`src/plnp_pkg.sv`:
```
package plnp_pkg;

	localparam int PLNP_COORD_W = 24;
	localparam int PLNP_DIST_W  = 50;
	localparam int PLNP_CFG_IDX_W = 1;

	localparam logic [PLNP_CFG_IDX_W-1:0] CFG_TARGET_X = 1'b0;
	localparam logic [PLNP_CFG_IDX_W-1:0] CFG_TARGET_Y = 1'b1;

	localparam logic [63:0] PLNP_DIST_SAT = 64'd1 << (PLNP_DIST_W - 1);

	typedef enum logic [2:0] {
		MOP_DXDX,
		MOP_DYDY,
		MOP_WXDX,
		MOP_WYDY,
		MOP_EXEX,
		MOP_EYEY,
		MOP_FXFX,
		MOP_FYFY
	} plnp_mop_t;

	typedef enum logic [2:0] {
		ACC_NONE,
		ACC_DEN_SET,
		ACC_DEN_ADD,
		ACC_NUM_SET,
		ACC_NUM_ADD,
		ACC_DIST_SET,
		ACC_DIST_ADD
	} plnp_acc_t;

	typedef struct packed {
		logic      load;
		logic      diff;
		plnp_mop_t mop;
		plnp_acc_t acc;
		logic      vupd;
		logic      foot_start;
		logic      fdiff;
		logic      fupd;
		logic      out_load;
	} plnp_cmd_t;

	typedef struct packed {
		logic last;
		logic seg_ok;
		logic foot_done;
	} plnp_stat_t;

endpackage

```
`src/plnp_ctrl.sv`:
```
module plnp_ctrl import plnp_pkg::*; (
	input  logic       clk,
	input  logic       arst_n,
	input  logic       in_valid,
	output logic       in_ready,
	output logic       out_valid,
	input  logic       out_ready,
	input  plnp_stat_t stat,
	output plnp_cmd_t  cmd
);
	typedef enum logic [4:0] {
		S_IDLE, S_DIFF, S_M0, S_M1, S_M2, S_M3, S_M4, S_M5, S_M6, S_VUPD,
		S_FOOT, S_F0, S_F1, S_F2, S_F3, S_FUPD, S_DONE
	} state_t;

	state_t state_q;
	logic   out_valid_q;
	logic   out_free;

	always_comb begin
		out_free       = !out_valid_q || out_ready;
		in_ready       = (state_q == S_IDLE);
		out_valid      = out_valid_q;
		cmd            = '0;
		cmd.mop        = MOP_DXDX;
		cmd.acc        = ACC_NONE;
		cmd.load       = (state_q == S_IDLE) && in_valid;
		case (state_q)
			S_DIFF: cmd.diff = 1'b1;
			S_M0:   cmd.mop  = MOP_DXDX;
			S_M1: begin
				cmd.mop = MOP_DYDY;
				cmd.acc = ACC_DEN_SET;
			end
			S_M2: begin
				cmd.mop = MOP_WXDX;
				cmd.acc = ACC_DEN_ADD;
			end
			S_M3: begin
				cmd.mop = MOP_WYDY;
				cmd.acc = ACC_NUM_SET;
			end
			S_M4: begin
				cmd.mop = MOP_EXEX;
				cmd.acc = ACC_NUM_ADD;
			end
			S_M5: begin
				cmd.mop = MOP_EYEY;
				cmd.acc = ACC_DIST_SET;
			end
			S_M6: cmd.acc = ACC_DIST_ADD;
			S_VUPD: begin
				cmd.vupd       = 1'b1;
				cmd.foot_start = stat.seg_ok;
			end
			S_F0:   cmd.fdiff = 1'b1;
			S_F1:   cmd.mop   = MOP_FXFX;
			S_F2: begin
				cmd.mop = MOP_FYFY;
				cmd.acc = ACC_DIST_SET;
			end
			S_F3:   cmd.acc  = ACC_DIST_ADD;
			S_FUPD: cmd.fupd = 1'b1;
			S_DONE: cmd.out_load = stat.last && out_free;
			default: ;
		endcase
	end

	always_ff @(posedge clk or negedge arst_n) begin
		if (!arst_n) begin
			state_q     <= S_IDLE;
			out_valid_q <= 1'b0;
		end else begin
			if (cmd.out_load) begin
				out_valid_q <= 1'b1;
			end else if (out_valid_q && out_ready) begin
				out_valid_q <= 1'b0;
			end
			case (state_q)
				S_IDLE: if (in_valid) state_q <= S_DIFF;
				S_DIFF: state_q <= S_M0;
				S_M0:   state_q <= S_M1;
				S_M1:   state_q <= S_M2;
				S_M2:   state_q <= S_M3;
				S_M3:   state_q <= S_M4;
				S_M4:   state_q <= S_M5;
				S_M5:   state_q <= S_M6;
				S_M6:   state_q <= S_VUPD;
				S_VUPD: state_q <= stat.seg_ok ? S_FOOT : S_DONE;
				S_FOOT: if (stat.foot_done) state_q <= S_F0;
				S_F0:   state_q <= S_F1;
				S_F1:   state_q <= S_F2;
				S_F2:   state_q <= S_F3;
				S_F3:   state_q <= S_FUPD;
				S_FUPD: state_q <= S_DONE;
				S_DONE: begin
					if (!stat.last || out_free) begin
						state_q <= S_IDLE;
					end
				end
				default: state_q <= S_IDLE;
			endcase
		end
	end
endmodule

```
`config.mk`:
```
export PLATFORM = sky130hd
export DESIGN_NAME = plnp_ctrl
export DESIGN_NICKNAME = d
export VERILOG_FILES = /design/src/plnp_pkg.sv /design/src/plnp_ctrl.sv
export SDC_FILE = /design/constraint.sdc
export NUM_CORES = 1
export LEC_CHECK = 0
export BUFFER_PORTS_ARGS = -buffer_cell sky130_fd_sc_hd__buf_2
export CAP_MARGIN = 20
export CORE_AREA = 2 2 39 41
export DETAILED_ROUTE_END_ITERATION = 6
export DIE_AREA = 0 0 41 43
export PLACE_DENSITY = 0.64
export SETUP_SLACK_MARGIN = 0.4
export SLEW_MARGIN = 20
export SYNTH_ARGS = -nofsm -noshare
export SYNTH_HDL_FRONTEND = slang
export SYNTH_SLANG_ARGS = --single-unit
```
`constraint.sdc`:
```
create_clock -name clk -period 1.5 [get_ports clk]
set_input_delay 0.15 -clock clk [delete_from_list [all_inputs] [get_ports clk]]
set_output_delay 0.15 -clock clk [all_outputs]
set_load 0.05 [all_outputs]
```
-- Yosys cells after proc, flatten, opt, wreduce, memory -nomap -nowiden
Index checks and enable logic that the tools add are counted.
- bits in writable memories: 0
- logic and storage cells: 47
- memories: 0
- memory bits (read-only): 0
- bits in registers: 6
- input bits: 7
- bits in latches: 0
- output and inout port bits: 15
- equal/unequal tests: 19
- add/sub/neg operators: 0
- order comparisons: 0
- $mul: 0
- multiplexer cells: 14
- bitwise operators: 0
- divide/modulo/power cells: 0
- reduce and logical (&&, ||, !) cells: 12
- shift operators: 0
- operators by type and width (cell ; number):
    5-bit case mux with 17 select lines ; 1
    5-bit by 4-bit == test with 1-bit output (second input constant) ; 8
    3-bit case mux with 7 select lines ; 1
    5-bit by 3-bit == test with 1-bit output (second input constant) ; 4
    5-bit 2-to-1 mux ; 4
    3-bit case mux with 6 select lines ; 1
    5-bit by 2-bit == test with 1-bit output (second input constant) ; 2
    1-bit 2-to-1 mux ; 6
    2-bit inequality test (second input constant) ; 3
    5-bit by 1-bit == test with 1-bit output (second input constant) ; 1
    5-bit == test (second input constant) ; 1
    5-bit logical NOT ; 1
    2-bit OR reduction ; 2
    1-bit logical AND ; 3
    3-bit AND reduction ; 1
    1-bit logical NOT ; 2
    1-bit logical OR ; 2
    2-bit 2-to-1 mux ; 1
    2-bit nonzero test ; 1

-- Logic depth before layout (Yosys ltp)
- depth after elaboration: 5
- gate-level depth with buffers: 4
- mapped depth without buffers: 3

-- Worst setup path after synthesis
Ideal clock, no wire load.
- kind: reg-to-output
- start point: reg state_q[3]
- end point: out cmd[12] (netlist name)
- data required time: 1.350 ns
- stages on the path, launching flop included: 3
- path slack: -0.924 ns
- arrival time: 2.274 ns
- buffers on the path: 0
- cell sequence: dfrtp_1 or3_4 nor4_1
- RTL lines (item ; RTL line ; source):
    start: declaration ; plnp_ctrl.sv:16 ; state_t state_q;
    start signal: assignment ; plnp_ctrl.sv:89 ; S_VUPD: state_q <= stat.seg_ok ? S_FOOT : S_DONE;
    end: declaration ; plnp_ctrl.sv:9 ; output plnp_cmd_t cmd

==> impl_summary.log <==
[metrics] clock buffer count from CTS: 3
[metrics] CP Cell Sequence: buf_4, nor4_4, and3_4, and2b_4, buf_8
[metrics] reg-to-reg critical path startpoint: state_q[2]$_DFFE_PN0P_
[metrics] worst skew pair latency: 0.24 ns
[metrics] crit path capture type: primary output
[metrics] Final Hold Slack: roughly 0.25 ns
[metrics] detail-routed via count per cell: ~5.2
[metrics] Die Footprint: ~0.0018 mm2
[metrics] worst hold path type: primary input to asynchronous set/reset pin
[metrics] Worst IR Drop VDD: about 0.0013 V
[metrics] number of unique standard cell types used by synthesis: 34
[metrics] Buffers & Inverters on Critical Path: 2
[metrics] Boundary Pins: 22
[metrics] Clock Root Buffer: clkbuf_4
[metrics] final count of pins violating max slew: 0
[metrics] worst reg-to-reg path cell count: 5
[metrics] number of detailed-route iterations in the first pass: 3
[metrics] Largest delay share family, worst path: simple AND/OR/NAND/NOR gates
[metrics] global placement routability congestion: just under 0.8
[metrics] Design Power: ~2.9 mW
[metrics] net count reported at finish: 113
[metrics] area of the multi-input gates: roughly 540 um2
[metrics] placement row count: 14
[metrics] final non-filler cell total: 120
[metrics] worst endpoint required time: about 1.4 ns
[metrics] total wire length: between 1500 and 2000 um
[metrics] number of endpoints with negative hold slack in the final report: 0
[metrics] number of cells after detailed placement: 110
[metrics] category of the critical setup timing path: flip-flop to primary output
[metrics] leakage power total: about 0.50 nW
[metrics] area growth from synthesis to layout: 122.7%
[metrics] die outline height: roughly 43 um
[metrics] final worst path period need: roughly 1.7 ns
[metrics] Worst-path clk slew: around 0.04 ns
[metrics] TritonCTS clock tree: built
[metrics] final worst-path cycle share: 1.127
[metrics] CP max stage cell: dfrtp_2
[metrics] final setup vio count: 11
[metrics] terminus of the critical flop-to-flop path: state_q[3]$_DFFE_PN0P_
[metrics] most frequent standard cell in the layout excluding fill and tap cells: buf_6
[metrics] Avg Inst Size Synth: 8.821 um2
[metrics] number of remaining DRC errors: 0
[metrics] setup repair after global routing missed its margin: yes
[metrics] minimum setup slack among reg-to-reg paths: ~0.11 ns
[metrics] total overflow reported by the global router: 0
[metrics] max frequency: a little under 0.6 GHz
[metrics] pre-CTS setup slack: -0.01046 ns
[metrics] Detail Placement HPWL: slightly above 1000 um
[metrics] share of the synthesized area in the top cell type: 0.2837
[metrics] storage element area: roughly 160 um2
[metrics] Worst Path Arrival: 1.54 ns
[metrics] number of warnings printed during yosys synthesis: 0
[metrics] maximum net fanout on the critical path: 5
[metrics] worst-case clock skew: between 0.0007 and 0.0008 ns
[metrics] largest area contributor in the netlist: dfrtp_1
[metrics] initial antenna violation count: 0
[metrics] placed cell areas: ~900 um2
[metrics] DRC violation total after the first TritonRoute iteration: 10
[metrics] stage delay of the slowest cell on the critical path: approximately 0.43 ns
[metrics] min setup slack post-route: -0.1906 ns
[metrics] Clock Path Buffers: 2
[metrics] TNS Setup: -1.027 ns
[metrics] Vias: between 600 and 700
[metrics] max-capacitance violation count: 0
[metrics] number of instances in the synthesized netlist: 60
[metrics] Initial Utilization: 0.3825
[metrics] number of register bits inferred by synthesis: 6
[metrics] violated checks: setup timing
[metrics] floorplan die width: between 40 and 50 um
[metrics] count of input and output buffers: 21
[metrics] clk sink count: 6
[metrics] post-route cell area: 0.001179 mm2
[metrics] fraction of layout cells with a size suffix above 1: 0.7788
[metrics] routed wire length per instance: roughly 14 um
[metrics] Netlist Area Pre-Place: approximately 530 um2
[metrics] Overall Global Routing Usage: 0.2124
[metrics] number of antenna cells inserted: 0
[metrics] transition time at the pin with the least slew margin: roughly 0.35 ns
[metrics] pin count of the biggest net entering global routing: 9
[metrics] via count of the first global-routing pass: just over 600
[metrics] asr flop ratio synth: 1.000
[metrics] area of the core: 0.001384 mm2
[metrics] number of enable-type register cells in the synthesized netlist: 0
[metrics] prevailing post-synth register cell: dfrtp_1
[metrics] part of the Yosys area used for sequential elements: 0.2837
[metrics] Final Core Density: 0.8517
[metrics] CP Launch Type: flip-flop
[metrics] wire length of the first global-routing pass: between 2000 and 3000 um
[metrics] run status: finished, violations left
[metrics] fill count: between 60 and 70
[metrics] worst rel slew slack: 0.7673
[metrics] deepest level of the CTS H-tree: 1
[metrics] highest-count cells in the layout ignoring fill and taps: buf_6, buf_4, buf_2, buf_8, dfrtp_2
[metrics] Antenna Violating Nets Remaining: 0
[metrics] number of nets in the synthesized netlist: 67
[metrics] PwrDens: about 2500 mW/mm2
[metrics] leading post-synthesis cells by cell area: dfrtp_1, buf_4, nor2_1, nor3b_1, nor3_2
-- worst max-delay path by stage --
| stage | startpoint | to | slack (ns) | cells after the start |
|---|---|---|---|---|
| floorplan | state_q[3]$_DFFE_PN0P_ | state_q[0]$_DFFE_PN0P_ | -0.09 | 3 |
| global placement | state_q[2]$_DFFE_PN0P_ | cmd[0] | 0.01 | 5 |
| detailed placement | state_q[2]$_DFFE_PN0P_ | cmd[0] | -0.01 | 5 |
| CTS | state_q[2]$_DFFE_PN0P_ | cmd[6] | -0.17 | 4 |
| global route | state_q[2]$_DFFE_PN0P_ | cmd[0] | -0.25 | 5 |
| finish | state_q[2]$_DFFE_PN0P_ | cmd[0] | -0.19 | 5 |
-- layer usage --
metal / vias up / GRT usage / part of all wire
li1: 303 / - / -
met1: 306 / 0.2742 / 0.39
met2: 14 / 0.3313 / 0.57
met3: 4 / 0.03141 / 0.015
met4: 0 / 0.1000 / 0.026
met5: - / 0 / 0
-- synth_stat cells (2+ instances only) --
master and number:
buf_4 3, nor4_1 2, inv_1 2, a21o_1 2, nor3_1 2, nor3_2 2, nor3b_1 3, nor2_1 6
nand4b_1 2, nand2_1 3, a21oi_1 2, a31oi_1 2, dfrtp_1 6, nand2b_1 3
-- registers in the layout (all words and copies together), names as in the netlist --
register / count
state_q: 5
out_valid: 1
-- power by group --
| group | internal (mW) | switching (mW) |
|---|---|---|
| Clock | 0.0899 | 0.0496 |
| Sequential | 0.231 | 0.110 |
| Combinational | 1.13 | 1.30 |
-- worst reg2reg max path: cells and delay by family (launching register included) --
kind,cells,cell delay (ns)
and+or+nand+nor,2,0.42
AOI/OAI and AO/OA,1,0.13
buffers and inverters,2,0.29
DFF,1,0.43
-- area by class of cell --
class / count / share of cell area
multi-input combinational: 47 / 0.4554
timing repair buffer: 46 / 0.3694
sequential: 6 / 0.1327
clock buffer: 3 / 0.01911
tap: 16 / 0.01699
inverter: 2 / 0.006369
-- what timing repair did --
action | CTS | global route
pin swaps | 6 | 5
buffers inserted | 3 | 3
setup endpoints to repair | 20 | 20
endpoints found under the hold margin | 6 | 0
hold buffers | 1 | 0
gates resized for setup | 45 | 10
-- logic make-up (layout without fill, tap and decap cells) --
kind of cell | Yosys count | count (layout) | share of synthesized area
xor gates and xnor gates | 2 | 2 | 0.03310
buffers and inverters | 7 | 51 | 0.08746
AOI/OAI and AO/OA | 8 | 8 | 0.1158
muxes | 1 | 1 | 0.01891
and+or+nand+nor | 36 | 36 | 0.4610
DFF | 6 | 6 | 0.2837
Note: power is estimated with default switching activity, not from simulation.
